`config.mk`:
```
export PLATFORM = sky130hd
export DESIGN_NAME = trapezoid_velocity_point_stepper_unit
export DESIGN_NICKNAME = d
export VERILOG_FILES = /design/src/hw/rtl/tvps_pkg.sv /design/src/hw/rtl/trapezoid_velocity_point_stepper_unit.sv /design/src/hw/rtl/tvps_ctrl.sv /design/src/hw/rtl/tvps_dp.sv
export SDC_FILE = /design/constraint.sdc
export NUM_CORES = 1
export LEC_CHECK = 0
export ABC_AREA = 0
export ABC_CLOCK_PERIOD_IN_PS = 5650
export BUFFER_PORTS_ARGS = -buffer_cell sky130_fd_sc_hd__buf_2
export CAP_MARGIN = 5
export CORE_ASPECT_RATIO = 1.75
export CORE_MARGIN = 5
export CORE_UTILIZATION = 40
export DETAILED_ROUTE_END_ITERATION = 8
export PLACE_DENSITY = 0.62
export REMOVE_ABC_BUFFERS = 1
export SLEW_MARGIN = 10
export SYNTH_ARGS = -nofsm -noshare
export SYNTH_HDL_FRONTEND = slang
export SYNTH_SLANG_ARGS = --single-unit
export TNS_END_PERCENT = 5
```
`constraint.sdc`:
```
create_clock -name clk -period 5.65 [get_ports clk]
set_input_delay 1.13 -clock clk [delete_from_list [all_inputs] [get_ports clk]]
set_output_delay 1.13 -clock clk [all_outputs]
set_load 0.01 [all_outputs]
```
`src/hw/rtl/tvps_pkg.sv`:
```
// Shared types for the trapezoid velocity point stepper.
// Holds the command and status bundles between controller and datapath.
// No dependencies.
`timescale 1ns / 1ps
`default_nettype none

package tvps_pkg;

	// Commands from the controller, one strobe per datapath operation.
	typedef struct packed {
		logic load;      // capture the accepted input item
		logic prep;      // magnitudes, major axis and braking distance
		logic speed;     // update the speed register
		logic mul;       // speed times minor magnitude
		logic num;       // form the rounded numerator, start the divider
		logic div_step;  // one quotient bit
		logic out_load;  // write the result into the output register
	} tvps_cmd_t;

	// Status from the datapath.
	typedef struct packed {
		logic div_last;  // the current divider step is the final one
	} tvps_stat_t;

endpackage

`default_nettype wire

```
`src/hw/rtl/trapezoid_velocity_point_stepper_unit.sv`:
```
// Top level of the trapezoid velocity point stepper.
// Joins tvps_ctrl and tvps_dp; uses tvps_pkg.
//
// Channel   Direction  Handshake            Fields
// input     in         in_valid / in_stall  actual_x, actual_y, target_x, target_y
// output    out        out_valid / out_stall next_x, next_y
//
// A result reaches the output register after its item passes the prep, speed, multiply
// and numerator states and the bit-serial divider that forms the minor-axis step, one
// quotient bit a cycle. The next item can be accepted in the cycle after the result is
// loaded.
// One item is worked on at a time; the next is accepted once the result sits in the
// output register, even while that result is still stalled.
// Reset clears the speed to zero and empties the output register.
`timescale 1ns / 1ps
`default_nettype none

module trapezoid_velocity_point_stepper_unit #(
	parameter int COORD_WIDTH = 16,
	parameter int SPEED_WIDTH = 9
) (
	input  wire                           clk,
	input  wire                           arst_n,
	input  wire                           in_valid,
	output logic                          in_stall,
	input  wire  signed [COORD_WIDTH-1:0] actual_x,
	input  wire  signed [COORD_WIDTH-1:0] actual_y,
	input  wire  signed [COORD_WIDTH-1:0] target_x,
	input  wire  signed [COORD_WIDTH-1:0] target_y,
	output logic                          out_valid,
	input  wire                           out_stall,
	output logic signed [COORD_WIDTH-1:0] next_x,
	output logic signed [COORD_WIDTH-1:0] next_y
);
	import tvps_pkg::*;

	tvps_cmd_t  cmd;
	tvps_stat_t stat;

	// Sequencer.
	tvps_ctrl u_ctrl (
		.clk       (clk),
		.arst_n    (arst_n),
		.in_valid  (in_valid),
		.in_stall  (in_stall),
		.out_valid (out_valid),
		.out_stall (out_stall),
		.cmd       (cmd),
		.stat      (stat)
	);

	// Arithmetic and state.
	tvps_dp #(
		.CW (COORD_WIDTH),
		.SW (SPEED_WIDTH)
	) u_dp (
		.clk      (clk),
		.arst_n   (arst_n),
		.cmd      (cmd),
		.stat     (stat),
		.actual_x (actual_x),
		.actual_y (actual_y),
		.target_x (target_x),
		.target_y (target_y),
		.next_x   (next_x),
		.next_y   (next_y)
	);

	// An accepted item keeps the input stalled while it is worked on.
	a_busy_after_accept: assert property (@(posedge clk) disable iff (!arst_n)
		in_valid && !in_stall |=> in_stall)
		else $error("input not stalled after accepting an item");

	// A new result only appears at the end of a busy period.
	a_result_from_work: assert property (@(posedge clk) disable iff (!arst_n)
		cmd.out_load |-> in_stall && !$past(cmd.load))
		else $error("result loaded without a finished item");

	// The divider stops after its final step.
	a_divider_stops: assert property (@(posedge clk) disable iff (!arst_n)
		cmd.div_step && stat.div_last |=> !cmd.div_step)
		else $error("divider kept stepping past its last bit");

endmodule

`default_nettype wire

```
`src/hw/rtl/tvps_ctrl.sv`:
```
// Controller state machine for the trapezoid velocity point stepper.
// Sequences the datapath and runs both handshakes; uses tvps_pkg.
`timescale 1ns / 1ps
`default_nettype none

module tvps_ctrl (
	input  wire                    clk,
	input  wire                    arst_n,
	input  wire                    in_valid,
	output logic                   in_stall,
	output logic                   out_valid,
	input  wire                    out_stall,
	output tvps_pkg::tvps_cmd_t    cmd,
	input  wire tvps_pkg::tvps_stat_t stat
);
	import tvps_pkg::*;

	localparam logic [2:0] ST_IDLE  = 3'd0;
	localparam logic [2:0] ST_PREP  = 3'd1;
	localparam logic [2:0] ST_SPEED = 3'd2;
	localparam logic [2:0] ST_MUL   = 3'd3;
	localparam logic [2:0] ST_NUM   = 3'd4;
	localparam logic [2:0] ST_DIV   = 3'd5;
	localparam logic [2:0] ST_DONE  = 3'd6;

	logic [2:0] state_q;
	logic [2:0] state_d;
	logic       out_valid_q;
	logic       out_free;

	// The output register can take a new item when empty or being drained.
	assign out_free  = !out_valid_q || !out_stall;
	assign in_stall  = (state_q != ST_IDLE);
	assign out_valid = out_valid_q;

	// Next state and command decode.
	always_comb begin
		state_d = state_q;
		cmd     = '0;
		case (state_q)
			ST_IDLE: begin
				if (in_valid) begin
					cmd.load = 1'b1;
					state_d  = ST_PREP;
				end
			end
			ST_PREP: begin
				cmd.prep = 1'b1;
				state_d  = ST_SPEED;
			end
			ST_SPEED: begin
				cmd.speed = 1'b1;
				state_d   = ST_MUL;
			end
			ST_MUL: begin
				cmd.mul = 1'b1;
				state_d = ST_NUM;
			end
			ST_NUM: begin
				cmd.num = 1'b1;
				state_d = ST_DIV;
			end
			ST_DIV: begin
				cmd.div_step = 1'b1;
				if (stat.div_last) begin
					state_d = ST_DONE;
				end
			end
			ST_DONE: begin
				if (out_free) begin
					cmd.out_load = 1'b1;
					state_d      = ST_IDLE;
				end
			end
			default: begin
				state_d = ST_IDLE;
			end
		endcase
	end

	// State and output valid registers.
	always_ff @(posedge clk or negedge arst_n) begin
		if (!arst_n) begin
			state_q     <= ST_IDLE;
			out_valid_q <= 1'b0;
		end else begin
			state_q <= state_d;
			if (cmd.out_load) begin
				out_valid_q <= 1'b1;
			end else if (!out_stall) begin
				out_valid_q <= 1'b0;
			end
		end
	end

endmodule

`default_nettype wire

```
`src/hw/rtl/tvps_dp.sv`:
```
// Datapath for the trapezoid velocity point stepper: speed register,
// braking distance multiplier, minor-axis restoring divider, output register.
// Uses tvps_pkg.
`timescale 1ns / 1ps
`default_nettype none

module tvps_dp #(
	parameter int CW = 16,
	parameter int SW = 9
) (
	input  wire                    clk,
	input  wire                    arst_n,
	input  wire tvps_pkg::tvps_cmd_t cmd,
	output tvps_pkg::tvps_stat_t   stat,
	input  wire  signed [CW-1:0]   actual_x,
	input  wire  signed [CW-1:0]   actual_y,
	input  wire  signed [CW-1:0]   target_x,
	input  wire  signed [CW-1:0]   target_y,
	output logic signed [CW-1:0]   next_x,
	output logic signed [CW-1:0]   next_y
);
	import tvps_pkg::*;

	localparam int DW   = CW + 1;
	localparam int NW   = SW + CW + 1;
	localparam int CMPW = ((2 * SW > DW) ? 2 * SW : DW) + 1;
	localparam int CNTW = $clog2(SW);
	localparam int XW   = SW + CW;

	// Captured item.
	logic [CW-1:0] ax_q, ay_q;
	logic [DW-1:0] dx_q, dy_q;

	// Prepared quantities.
	logic [DW-1:0]   amaj_q, amin_q;
	logic            ymaj_q, maj_neg_q, min_neg_q, zero_q;
	logic [CMPW-1:0] hold_q;

	// Speed state, product, divider.
	logic [SW-1:0]   speed_q;
	logic [NW-1:0]   prod_q;
	logic [DW-1:0]   rem_q;
	logic [SW-1:0]   quo_q;
	logic [CNTW-1:0] cnt_q;

	logic [CW-1:0] next_x_q, next_y_q;

	// Combinational helpers.
	logic [DW-1:0]   adx, ady;
	logic            ymaj;
	logic [SW:0]     v_inc;
	logic [2*SW:0]   vv;
	logic [CMPW-1:0] rise, major_dist;
	logic [NW-1:0]   half, num;
	logic [DW:0]     trial;
	logic            ge;
	logic [XW-1:0]   v_ext, q_ext;
	logic [CW-1:0]   vc, qc, amaj_c, amin_c, nmaj, nmin;

	// Absolute deltas and major axis choice; y wins a tie.
	assign adx  = dx_q[DW-1] ? (~dx_q) + DW'(1) : dx_q;
	assign ady  = dy_q[DW-1] ? (~dy_q) + DW'(1) : dy_q;
	assign ymaj = !(adx > ady);

	// Braking distance v(v+1)/2 and the rise threshold (v+1)(v+2)/2.
	assign v_inc      = {1'b0, speed_q} + (SW+1)'(1);
	assign vv         = (2*SW+1)'(speed_q) * (2*SW+1)'(v_inc);
	assign major_dist = CMPW'(amaj_q);
	assign rise       = hold_q + CMPW'(speed_q) + CMPW'(1);

	// Rounded numerator: v*|dmin| plus or minus half of |dmaj|.
	assign half = NW'(amaj_q[DW-1:1]);
	always_comb begin
		if (!min_neg_q) begin
			num = prod_q + half;
		end else if (prod_q >= half) begin
			num = prod_q - half;
		end else begin
			num = half - prod_q;
		end
	end

	// One restoring divide step.
	assign trial = {rem_q, quo_q[SW-1]} - {1'b0, amaj_q};
	assign ge    = !trial[DW];
	assign stat.div_last = (cnt_q == CNTW'(SW - 1));

	// Step sizes cut to coordinate width, coordinates wrap.
	assign v_ext  = XW'(speed_q);
	assign q_ext  = XW'(quo_q);
	assign vc     = v_ext[CW-1:0];
	assign qc     = q_ext[CW-1:0];
	assign amaj_c = ymaj_q ? ay_q : ax_q;
	assign amin_c = ymaj_q ? ax_q : ay_q;
	assign nmaj   = maj_neg_q ? amaj_c - vc : amaj_c + vc;
	assign nmin   = min_neg_q ? amin_c - qc : amin_c + qc;

	// Speed register follows the trapezoid with saturation at both ends.
	always_ff @(posedge clk or negedge arst_n) begin
		if (!arst_n) begin
			speed_q <= '0;
		end else if (cmd.speed) begin
			if (major_dist >= rise) begin
				if (speed_q != '1) begin
					speed_q <= speed_q + SW'(1);
				end
			end else if (major_dist < hold_q) begin
				if (speed_q != '0) begin
					speed_q <= speed_q - SW'(1);
				end
			end
		end
	end

	// Payload registers.
	always_ff @(posedge clk) begin
		if (cmd.load) begin
			ax_q <= actual_x;
			ay_q <= actual_y;
			dx_q <= {target_x[CW-1], target_x} - {actual_x[CW-1], actual_x};
			dy_q <= {target_y[CW-1], target_y} - {actual_y[CW-1], actual_y};
		end
		if (cmd.prep) begin
			ymaj_q    <= ymaj;
			amaj_q    <= ymaj ? ady : adx;
			amin_q    <= ymaj ? adx : ady;
			maj_neg_q <= ymaj ? dy_q[DW-1] : dx_q[DW-1];
			min_neg_q <= ymaj ? dx_q[DW-1] : dy_q[DW-1];
			zero_q    <= (adx == '0) && (ady == '0);
			hold_q    <= CMPW'(vv[2*SW:1]);
		end
		if (cmd.mul) begin
			prod_q <= NW'(speed_q) * NW'(amin_q);
		end
		// The quotient never exceeds the speed, so the top bits start as remainder.
		if (cmd.num) begin
			rem_q <= num[NW-1:SW];
			quo_q <= num[SW-1:0];
			cnt_q <= '0;
		end else if (cmd.div_step) begin
			rem_q <= ge ? trial[DW-1:0] : {rem_q[DW-2:0], quo_q[SW-1]};
			quo_q <= {quo_q[SW-2:0], ge};
			cnt_q <= cnt_q + CNTW'(1);
		end
		if (cmd.out_load) begin
			if (zero_q) begin
				next_x_q <= ax_q;
				next_y_q <= ay_q;
			end else if (ymaj_q) begin
				next_x_q <= nmin;
				next_y_q <= nmaj;
			end else begin
				next_x_q <= nmaj;
				next_y_q <= nmin;
			end
		end
	end

	assign next_x = next_x_q;
	assign next_y = next_y_q;

endmodule

`default_nettype wire

```
==> results of run 1 <==
## worst paths after layout
| kind | slack [ns] | from | end | cells after the start |
|---|---|---|---|---|
| setup / recovery | 0.09 | u_dp.speed_q[0] | u_dp.hold_q[16] | 24 |
| max in group asynchronous | 4.78 | arst_n | u_dp.speed_q[6] | 1 |
| hold / removal | 0.48 | u_dp.cnt_q[3] | u_dp.cnt_q[3] | 1 |
| hold reg to reg | 0.48 | u_dp.cnt_q[3] | u_dp.cnt_q[3] | 1 |
| setup reg to reg | 0.09 | u_dp.speed_q[0] | u_dp.hold_q[16] | 24 |
| min in group asynchronous | 0.49 | arst_n | u_ctrl.out_valid | 1 |
## Yosys cell counts, drive strengths merged (74+ instances only)
| cell type | count | area, um2 |
|---|---|---|
| mux2i | 76 | 761 |
| a21oi | 133 | 666 |
| edfxtp | 206 | 6190 |
| o21ai | 118 | 591 |
| and2 | 78 | 488 |
| clkbuf | 74 | 318 |
| inv | 370 | 1390 |
| xnor2 | 119 | 1040 |
| nor2 | 160 | 608 |
| ha | 299 | 3740 |
| fa | 172 | 3440 |
| nand2 | 252 | 953 |
## per-stage QoR
step,area (um2),std cells
6_report,29200,3795
3_5_place_dp,27900,3742
4_1_cts,29100,3793
2_1_floorplan,25700,2728
3_3_place_gp,27900,3742
5_1_grt,29200,3795
## registers in the layout, summed over array words and instances (netlist names)
| register | cells |
|---|---|
| u_dp.rem_q | 17 |
| u_dp.dx_q | 17 |
| u_dp.prod_q | 26 |
| u_dp.amin_q | 17 |
| u_dp.quo_q | 9 |
| u_dp.amaj_q | 17 |
| u_dp.ymaj_q | 1 |
| u_dp.dy_q | 17 |
| u_ctrl.state_q | 3 |
| u_dp.hold_q | 18 |
| u_dp.maj_neg_q | 1 |
| u_dp.zero_q | 1 |
| u_dp.speed_q | 9 |
| u_dp.ay_q | 16 |
| u_dp.next_x | 16 |
| u_dp.min_neg_q | 1 |
| u_dp.cnt_q | 4 |
| u_ctrl.out_valid | 1 |
| u_dp.next_y | 16 |
| u_dp.ax_q | 16 |
## metal layers
layer | vias up | routed length, um | share of wire (%)
met5 | - | 0 | 0
met4 | 0 | 5450 | 7.2
met3 | 241 | 2240 | 3.0
met2 | 498 | 43100 | 57
met1 | 10125 | 24900 | 33
li1 | 10009 | - | -
## layout make-up
class / instances / area share (%)
clock buffer: 29 / 2.19
clock inverter: 15 / 0.672
inverter: 372 / 4.79
multi-input combinational: 2133 / 61.6
sequential: 223 / 22.5
tap: 819 / 3.50
timing repair buffer: 204 / 4.70
## logic make-up after synthesis
family / after synthesis / share of synthesized area [%]
buf+inv: 466 / 7.02
flops: 223 / 25.3
mux: 124 / 4.99
xor+xnor: 164 / 5.51
simple gates: 838 / 15.9
fa+ha+maj: 471 / 27.5
compound gates: 536 / 13.8
## worst max-delay path: cells and delay by family (launching register included)
family | cells | cell delay [ns]
flip-flops | 1 | 0.35
buffers and inverters | 7 | 0.59
AND/OR/NAND/NOR | 7 | 1.20
AO/OA/AOI/OAI | 2 | 0.40
adder cells (fa/ha/maj) | 7 | 2.68
XOR/XNOR | 1 | 0.08
## repair_timing
| action | 4_1_cts | 5_1_grt |
|---|---|---|
| buffers inserted | 6 | 2 |
| pin swaps | 22 | 25 |
| resized for setup | 41 | 29 |
| setup endpoints to repair | 7 | 10 |
| gates cloned | 1 | 0 |
==> impl_metrics.csv, run 1 <==
group,metric,value,unit
route,routedWlPerCell,20.0,um
finish,final_cell_mix,"367 x inv_1, 287 x ha_1, 251 x nand2_1",
grt,grt_antenna_before_repair,0,
sta,tightestPinTransition,0.979,ns
finish,fin_nets,3497,
sta,fin_skew,0.0299,ns
sta,timing.final.crit_share,98.4,%
critical_path,worst-path-max-fanout,7,
clock_network,clk_pin_slew,0.07,ns
finish,utilization,45.0,%
finish,regArea,0.00659,mm2
finish,drive_gt1_share,13.1,%
yosys,netlist_area,0.0261,mm2
die,die-area,0.0706,mm2
route,wl,75700,um
finish,multi_input_area,0.0180,mm2
yosys,synth.distinct_cells,100,
sta,fin_ws,0.0887,ns
sta,setup_viol,0,
yosys,postSynthCellCount,2822,
grt,grtUsageMet2,43.5,%
critical_path,critPathLaunchType,"flop",
finish,fillCellCount,6239,
sta,hold_slack,0.479,ns
yosys,async_reset_ff_share,5.83,%
route,drc,0,
yosys,ys.flop_type,"edfxtp_1",
grt,grtUsageTotal,21.1,%
clock_network,htree_levels,1,
placed_design,portBuffers,101,
sta,slew_headroom,34.6,%
route,firstDrtPassIters,8,
placed_design,dpl.hpwl,63000,um
yosys,yosysSeqAreaShare,25.3,%
grt,busiest_layer,"met2",
placed_design,gp_congestion,1.00,
grt,grt_pass1_vias,21743,
die,fp.dieW,203,um
grt,grt_max_degree,63,
yosys,syn_area_per_cell,9.25,um2
route,first_iter_violations,1048,
critical_path,crit_slowest_cell,"fa_1",
clock_network,worstSkewPairLatency,0.60,ns
route,vias,20873,
die,initial_utilization,40.1,%
grt,grtUsageMet3,2.01,%
clock_network,hold_buffers,0,
sta,fmax,180,MHz
critical_path,worstPathRequired,5.98,ns
outcome,status,"finished, final reports clean",
clock_network,root_buffer,"clkbuf_16",
die,core-area,0.0650,mm2
grt,grt.overflow.total,0,
clock_network,cts_tree,"yes",
finish,layout_commonest_cell,"inv_1",
die,ioPinCount,102,
grt,grt_use_met1,19.4,%
critical_path,crit_chain,"ha_2 -> inv_2 -> nor3_4 -> and3_4 -> buf_6 -> nand3_4 -> ha_4 -> buf_4 -> nand2b_1 -> fa_1 -> inv_1 -> fa_1 -> inv_1 -> fa_1 -> inv_1 -> fa_1 -> ha_4 -> buf_4 -> nand3_1 -> nand2_1 -> or4_4 -> a31o_4 -> a21oi_2 -> xnor2_1",
die,fp.dieH,348,um
placed_design,place_ws,-0.376,ns
flow_run,cap_violations,0,
critical_path,worstPathArrival,5.89,ns
critical_path,critPathCaptureType,"flop",
sta,rsz0062_at_grt,"true",
sta,finalHoldViolCount,0,
sta,final.setup.tns,0,ns
yosys,ys_ff_latch,223,
route,routed_via_density,5.50,
finish,area_growth,12.1,%
hold_path,hp-class,"reg2reg",
clock_network,cts_buffers,24,
yosys,synth_edf_count,206,
critical_path,critPathMaxStageDelay,0.57,ns
route,antenna_left,0,
clock_network,clockBufferDepth,3,
sta,period_minus_slack,5.56,ns
grt,grt_pass1_wl,117000,um
finish,diodes,0,
critical_path,path_common_cell,"fa_1",
clock_network,clock_sinks,223,
yosys,yosysWarnings,0,
sta,drv_slew,0,
die,num_rows,124,
critical_path,worst-setup-path-type,"reg2reg",
Power of run 1 is not shown: default switching activity piles up to over one toggle a cycle in this logic, so the estimate is an artifact.
==> run 2: changes to the inputs <==
Settings changed: RECOVER_POWER set to 100.
==> impl_metrics.csv, run 2 (synthesized netlist as in run 1, its figures left out) <==
group,metric,value,unit
route,routedWlPerCell,20.0,um
route,antenna_left,0,
grt,grt.overflow.total,0,
die,core-area,0.0650,mm2
route,wl,75800,um
die,num_rows,124,
sta,finalHoldViolCount,0,
hold_path,hp-start,"u_dp.cnt_q[3]",
route,first_iter_violations,1094,
sta,period_minus_slack,5.56,ns
sta,fin_skew,0.0306,ns
die,fp.dieW,203,um
sta,timing.final.crit_share,98.4,%
hold_path,hp-class,"reg2reg",
clock_network,clk_pin_slew,0.07,ns
critical_path,critPathLaunchType,"flop",
critical_path,timing.rr.end,"u_dp.hold_q[16]",
finish,fin_nets,3497,
grt,grtUsageTotal,21.1,%
finish,largest-register,"u_dp.prod_q",
die,die-area,0.0706,mm2
clock_network,clockBufferDepth,3,
clock_network,cts_tree,"yes",
clock_network,hold_buffers,0,
route,firstDrtPassIters,5,
clock_network,worstSkewPairLatency,0.60,ns
critical_path,r2r_cells,24,
finish,final_cell_mix,"367 x inv_1, 287 x ha_1, 251 x nand2_1",
critical_path,worstPathArrival,5.89,ns
critical_path,reg2reg_slack,0.09,ns
critical_path,critPathCaptureType,"flop",
die,initial_utilization,40.1,%
finish,layout_commonest_cell,"inv_1",
placed_design,gp_congestion,1.00,
finish,fillCellCount,6257,
hold_path,hold_end,"u_dp.cnt_q[3]",
clock_network,cts_buffers,24,
hold_path,holdPathStages,1,
outcome,status,"finished, final reports clean",
finish,diodes,0,
sta,rsz0062_at_grt,"true",
sta,drv_slew,0,
finish,multi_input_area,0.0180,mm2
route,routed_via_density,5.50,
finish,top_regs,"u_dp.prod_q x26, u_dp.hold_q x18",
clock_network,clock_sinks,223,
finish,drive_gt1_share,12.2,%
sta,fmax,180,MHz
critical_path,worst-setup-path-type,"reg2reg",
grt,grt_antenna_before_repair,0,
die,fp.dieH,348,um
placed_design,portBuffers,101,
grt,grt_pass1_vias,21743,
placed_design,dpl.hpwl,63000,um
route,vias,20870,
grt,grt_max_degree,63,
die,ioPinCount,102,
sta,tightestPinTransition,1.24,ns
finish,area_growth,12.0,%
critical_path,worst-path-max-fanout,7,
route,drc,0,
clock_network,root_buffer,"clkbuf_16",
placed_design,dp.cells,3742,
sta,fin_ws,0.0883,ns
clock_network,htree_levels,1,
finish,regArea,0.00659,mm2
critical_path,worstPathRequired,5.98,ns
grt,grt_pass1_wl,117000,um
sta,final.setup.tns,0,ns
finish,finalNonFillerCells,3795,
flow_run,cap_violations,0,
finish,largest_reg_flops,26,
critical_path,r2r-start,"u_dp.speed_q[0]",
placed_design,place_ws,-0.376,ns
sta,slew_headroom,17.4,%
sta,setup_viol,0,
[run 2: cell types whose count changed in the layout (fill, tap and decap cells not counted), sizes merged]
cell / delta
clkbuf: +28
buf: -28
[run 2: metrics by stage]
| step | hold WS [ns] | cell area (um2) | utilization, % |
|---|---|---|---|
| after floorplan | 0.440 | 25700 | - |
| after global placement | 0.459 | 27900 | 43.0 |
| after detailed placement | 0.471 | 27900 | 43.0 |
| after CTS | 0.484 | 29100 | 44.8 |
| after global routing | 0.506 | 29200 | 44.9 |
| final | 0.482 | 29200 | 44.9 |
[run 2: worst max-delay path by stage]
stage / end / depth (start not counted) / slack (ns) / start
final: u_dp.hold_q[16] / 24 / 0.09 / u_dp.speed_q[0]
after detailed placement: u_dp.hold_q[17] / 24 / -0.38 / u_dp.speed_q[0]
after global placement: u_dp.hold_q[16] / 22 / -0.28 / u_dp.speed_q[0]
after floorplan: u_dp.ymaj_q / 13 / -1.18 / u_dp.dx_q[6]
after global routing: u_dp.hold_q[16] / 23 / -0.15 / u_dp.speed_q[1]
after CTS: u_dp.hold_q[16] / 24 / 0.0002 / u_dp.speed_q[1]
[run 2: per-layer routing]
| layer | share of wire, % | global-route usage (%) | vias to the layer above |
|---|---|---|---|
| met4 | 7.5 | 12.8 | 0 |
| li1 | - | - | 9999 |
| met2 | 57 | 43.5 | 463 |
| met3 | 2.7 | 2.01 | 234 |
| met1 | 33 | 19.4 | 10174 |
| met5 | 0 | 0 | - |
[run 2: final cells by class]
| class | instances | share of cell area, % |
|---|---|---|
| Clock buffer | 29 | 2.19 |
| Clock inverter | 15 | 0.672 |
| Inverter | 372 | 4.79 |
| Multi-Input combinational cell | 2133 | 61.7 |
| Sequential cell | 223 | 22.6 |
| Tap cell | 819 | 3.51 |
| Timing Repair Buffer | 204 | 4.58 |
[run 2: what timing repair did]
item	4_1_cts	5_1_grt
setup endpoints to repair	7	10
setup buffers	6	2
gates cloned	1	0
pin swaps	22	25
resized for setup	41	29
[run 2: worst max-delay path: stages (launching register included)]
cell	delay, ns
dfrtp_1	0.35
ha_2	0.18
inv_2	0.05
nor3_4	0.13
and3_4	0.21
buf_6	0.10
nand3_4	0.08
ha_4	0.23
buf_4	0.15
nand2b_1	0.15
fa_1	0.49
inv_1	0.05
fa_1	0.47
inv_1	0.05
fa_1	0.52
inv_1	0.05
fa_1	0.57
ha_4	0.22
buf_4	0.14
nand3_1	0.07
nand2_1	0.07
or4_4	0.49
a31o_4	0.26
a21oi_2	0.14
xnor2_1	0.08
Power of run 2 is left out for the same reason.
==> run 3: changes to the inputs <==
Settings changed: ABC_AREA 0 to 1, ABC_CLOCK_PERIOD_IN_PS 5650 to 5600, PLACE_DENSITY 0.62 to 0.6, SKIP_CTS_REPAIR_TIMING set to 1.
Clock period 5.65 ns to 5.6 ns, I/O delays scaled along.
==> impl_metrics.csv, run 3 <==
group,metric,value,unit
outcome,status,"complete, but fails checks",
outcome,violations,"capacitance limit, slew limit",
sta,timing.final.crit_share,94.0,%
placed_design,gp_congestion,1.02,
critical_path,worst-setup-path-type,"reg2reg",
yosys,async_reset_ff_share,5.83,%
sta,finalHoldViolCount,0,
critical_path,worstPathRequired,5.90,ns
yosys,ys_ff_latch,223,
sta,drv_slew,253,
die,num_rows,126,
die,core-area,0.0675,mm2
hold_path,hp-start,"u_dp.cnt_q[3]",
yosys,yosysWarnings,0,
yosys,postSynthCellCount,3535,
sta,slew_headroom,-137,%
hold_path,holdPathStages,1,
finish,final_cell_mix,"827 x nand2_1, 653 x inv_1, 298 x ha_1",
finish,fin_nets,4148,
hold_path,hold_end,"u_dp.cnt_q[3]",
grt,grt_max_degree,67,
critical_path,timing.rr.end,"u_dp.hold_q[15]",
yosys,ys.flop_type,"edfxtp_1",
placed_design,dpl.hpwl,73100,um
route,routedWlPerCell,19.0,um
clock_network,cts_tree,"yes",
yosys,netlist.area_leader.share,22.8,%
route,drc,0,
yosys,yosysSeqAreaShare,24.3,%
critical_path,critPathLaunchType,"flop",
yosys,synth.distinct_cells,61,
finish,largest_reg_flops,26,
grt,grtUsageTotal,22.8,%
route,firstDrtPassIters,6,
die,fp.dieH,355,um
yosys,synth_top_area_cell,"edfxtp_1",
grt,grt_antenna_before_repair,1,
finish,top_regs,"u_dp.prod_q x26, u_dp.hold_q x18",
clock_network,clockBufferDepth,3,
yosys,yosysMostFrequentCell,"nand2_1",
clock_network,root_buffer,"clkbuf_16",
route,first_iter_violations,1253,
grt,grt_pass1_vias,24408,
finish,area_growth,8.08,%
finish,utilization,43.5,%
die,initial_utilization,40.3,%
die,fp.dieW,207,um
route,wl,85700,um
critical_path,reg2reg_slack,0.34,ns
yosys,synth_edf_count,206,
hold_path,hp-class,"reg2reg",
finish,drive_gt1_share,5.24,%
grt,grt_pass1_wl,132000,um
critical_path,critPathCaptureType,"flop",
finish,diodes,0,
yosys,synth_commonest_cells,"829 x nand2_1, 653 x inv_1, 299 x ha_1",
sta,fin_skew,0.0182,ns
yosys,netlist_area,0.0272,mm2
route,routed_via_density,5.21,
clock_network,htree_levels,1,
clock_network,worstSkewPairLatency,0.56,ns
sta,tightestPinTransition,3.55,ns
critical_path,r2r_cells,26,
critical_path,worst-path-max-fanout,4,
critical_path,r2r-start,"u_dp.speed_q[1]",
sta,fmax,190,MHz
flow_run,cap_violations,6,
clock_network,clk_pin_slew,0.07,ns
sta,period_minus_slack,5.26,ns
finish,layout_commonest_cell,"nand2_1",
die,ioPinCount,102,
die,die-area,0.0734,mm2
yosys,ys_top_cells_by_area,"edfxtp_1 23%, ha_1 14%, fa_1 13%, nand2_1 11%, inv_1 9.0%",
placed_design,portBuffers,101,
clock_network,clock_sinks,223,
route,antenna_left,0,
clock_network,cts_buffers,23,
critical_path,worstPathArrival,5.57,ns
sta,setup_viol,0,
yosys,syn_area_per_cell,7.69,um2
finish,largest-register,"u_dp.prod_q",
grt,grt.overflow.total,0,
route,vias,23523,
run 3: cell types whose count changed after synthesis, sizes merged, moves of 77 or more:
cell | before | now
nand2 | 252 | 834
inv | 370 | 662
o21ai | 118 | 242
xor2 | 45 | 147
nand3 | 59 | 144
and2 | 78 | 1
run 3: worst max-delay path by stage:
stage                    startpoint               to  slack [ns]  cells past startpoint
finish              u_dp.speed_q[1]  u_dp.hold_q[15]        0.34                     26
global route        u_dp.speed_q[0]  u_dp.speed_q[8]       -0.02                     40
CTS                 u_dp.speed_q[1]  u_dp.hold_q[15]        0.04                     26
detailed placement  u_dp.speed_q[1]  u_dp.hold_q[15]        0.06                     26
global placement    u_dp.speed_q[2]  u_dp.hold_q[15]        0.12                     28
floorplan           u_dp.speed_q[1]  u_dp.hold_q[15]       -0.22                     28
run 3: cell families after synthesis:
group	count (synthesis)	share of synthesized area [%]
AO/OA/AOI/OAI	579	12.0
XOR/XNOR	200	6.52
adder cells (fa/ha/maj)	471	26.4
buffers and inverters	773	10.9
flip-flops	223	24.3
multiplexers	4	0.147
AND/OR/NAND/NOR	1285	19.7
run 3: routing by layer:
layer / up-vias / global-route usage [%] / share of wire, %
li1: 11484 / - / -
met1: 11081 / 20.9 / 33
met2: 647 / 45.7 / 55
met3: 311 / 2.03 / 3.3
met4: 0 / 16.4 / 9.2
met5: - / 0 / 0
run 3: per-stage QoR:
stage          setup TNS [ns]  hold slack (ns)  worst slack [ns]  std cells  cell area [um2]
3_3_place_gp                0            0.447             0.118       4480            28800
3_5_place_dp                0            0.476            0.0614       4480            28800
4_1_cts                     0            0.487            0.0414       4519            29500
2_1_floorplan          -0.423            0.427            -0.224       3428            26700
5_1_grt               -0.0287            0.522           -0.0203       4519            29400
6_report                    0            0.481             0.338       4519            29400
run 3: cell type report:
| type | count | area (um2) |
|---|---|---|
| Clock buffer | 26 | 587 |
| Clock inverter | 13 | 109 |
| Fill cell | 7103 | 38100 |
| Inverter | 666 | 2500 |
| Multi-Input combinational cell | 2539 | 17600 |
| Sequential cell | 223 | 6590 |
| Tap cell | 896 | 1120 |
| Timing Repair Buffer | 156 | 806 |
run 3: worst max-delay path, cell delays in order, from the launching register on:
cell     delay, ns
dfrtp_1       0.39
ha_1          0.16
inv_1         0.06
nor3_2        0.15
nand3_1       0.17
ha_1          0.33
inv_1         0.12
nand2_1       0.09
fa_1          0.50
fa_1          0.55
fa_1          0.44
fa_1          0.54
inv_1         0.04
ha_1          0.31
a21oi_1       0.12
o21ai_1       0.11
nand2_1       0.07
nand2_1       0.06
a21oi_2       0.20
o21ai_2       0.08
nand2_1       0.07
nand2_1       0.05
nand2_1       0.05
nand2_1       0.08
nand2_1       0.06
nand2_1       0.05
xor2_1        0.14
Power of run 3 is left out for the same reason.
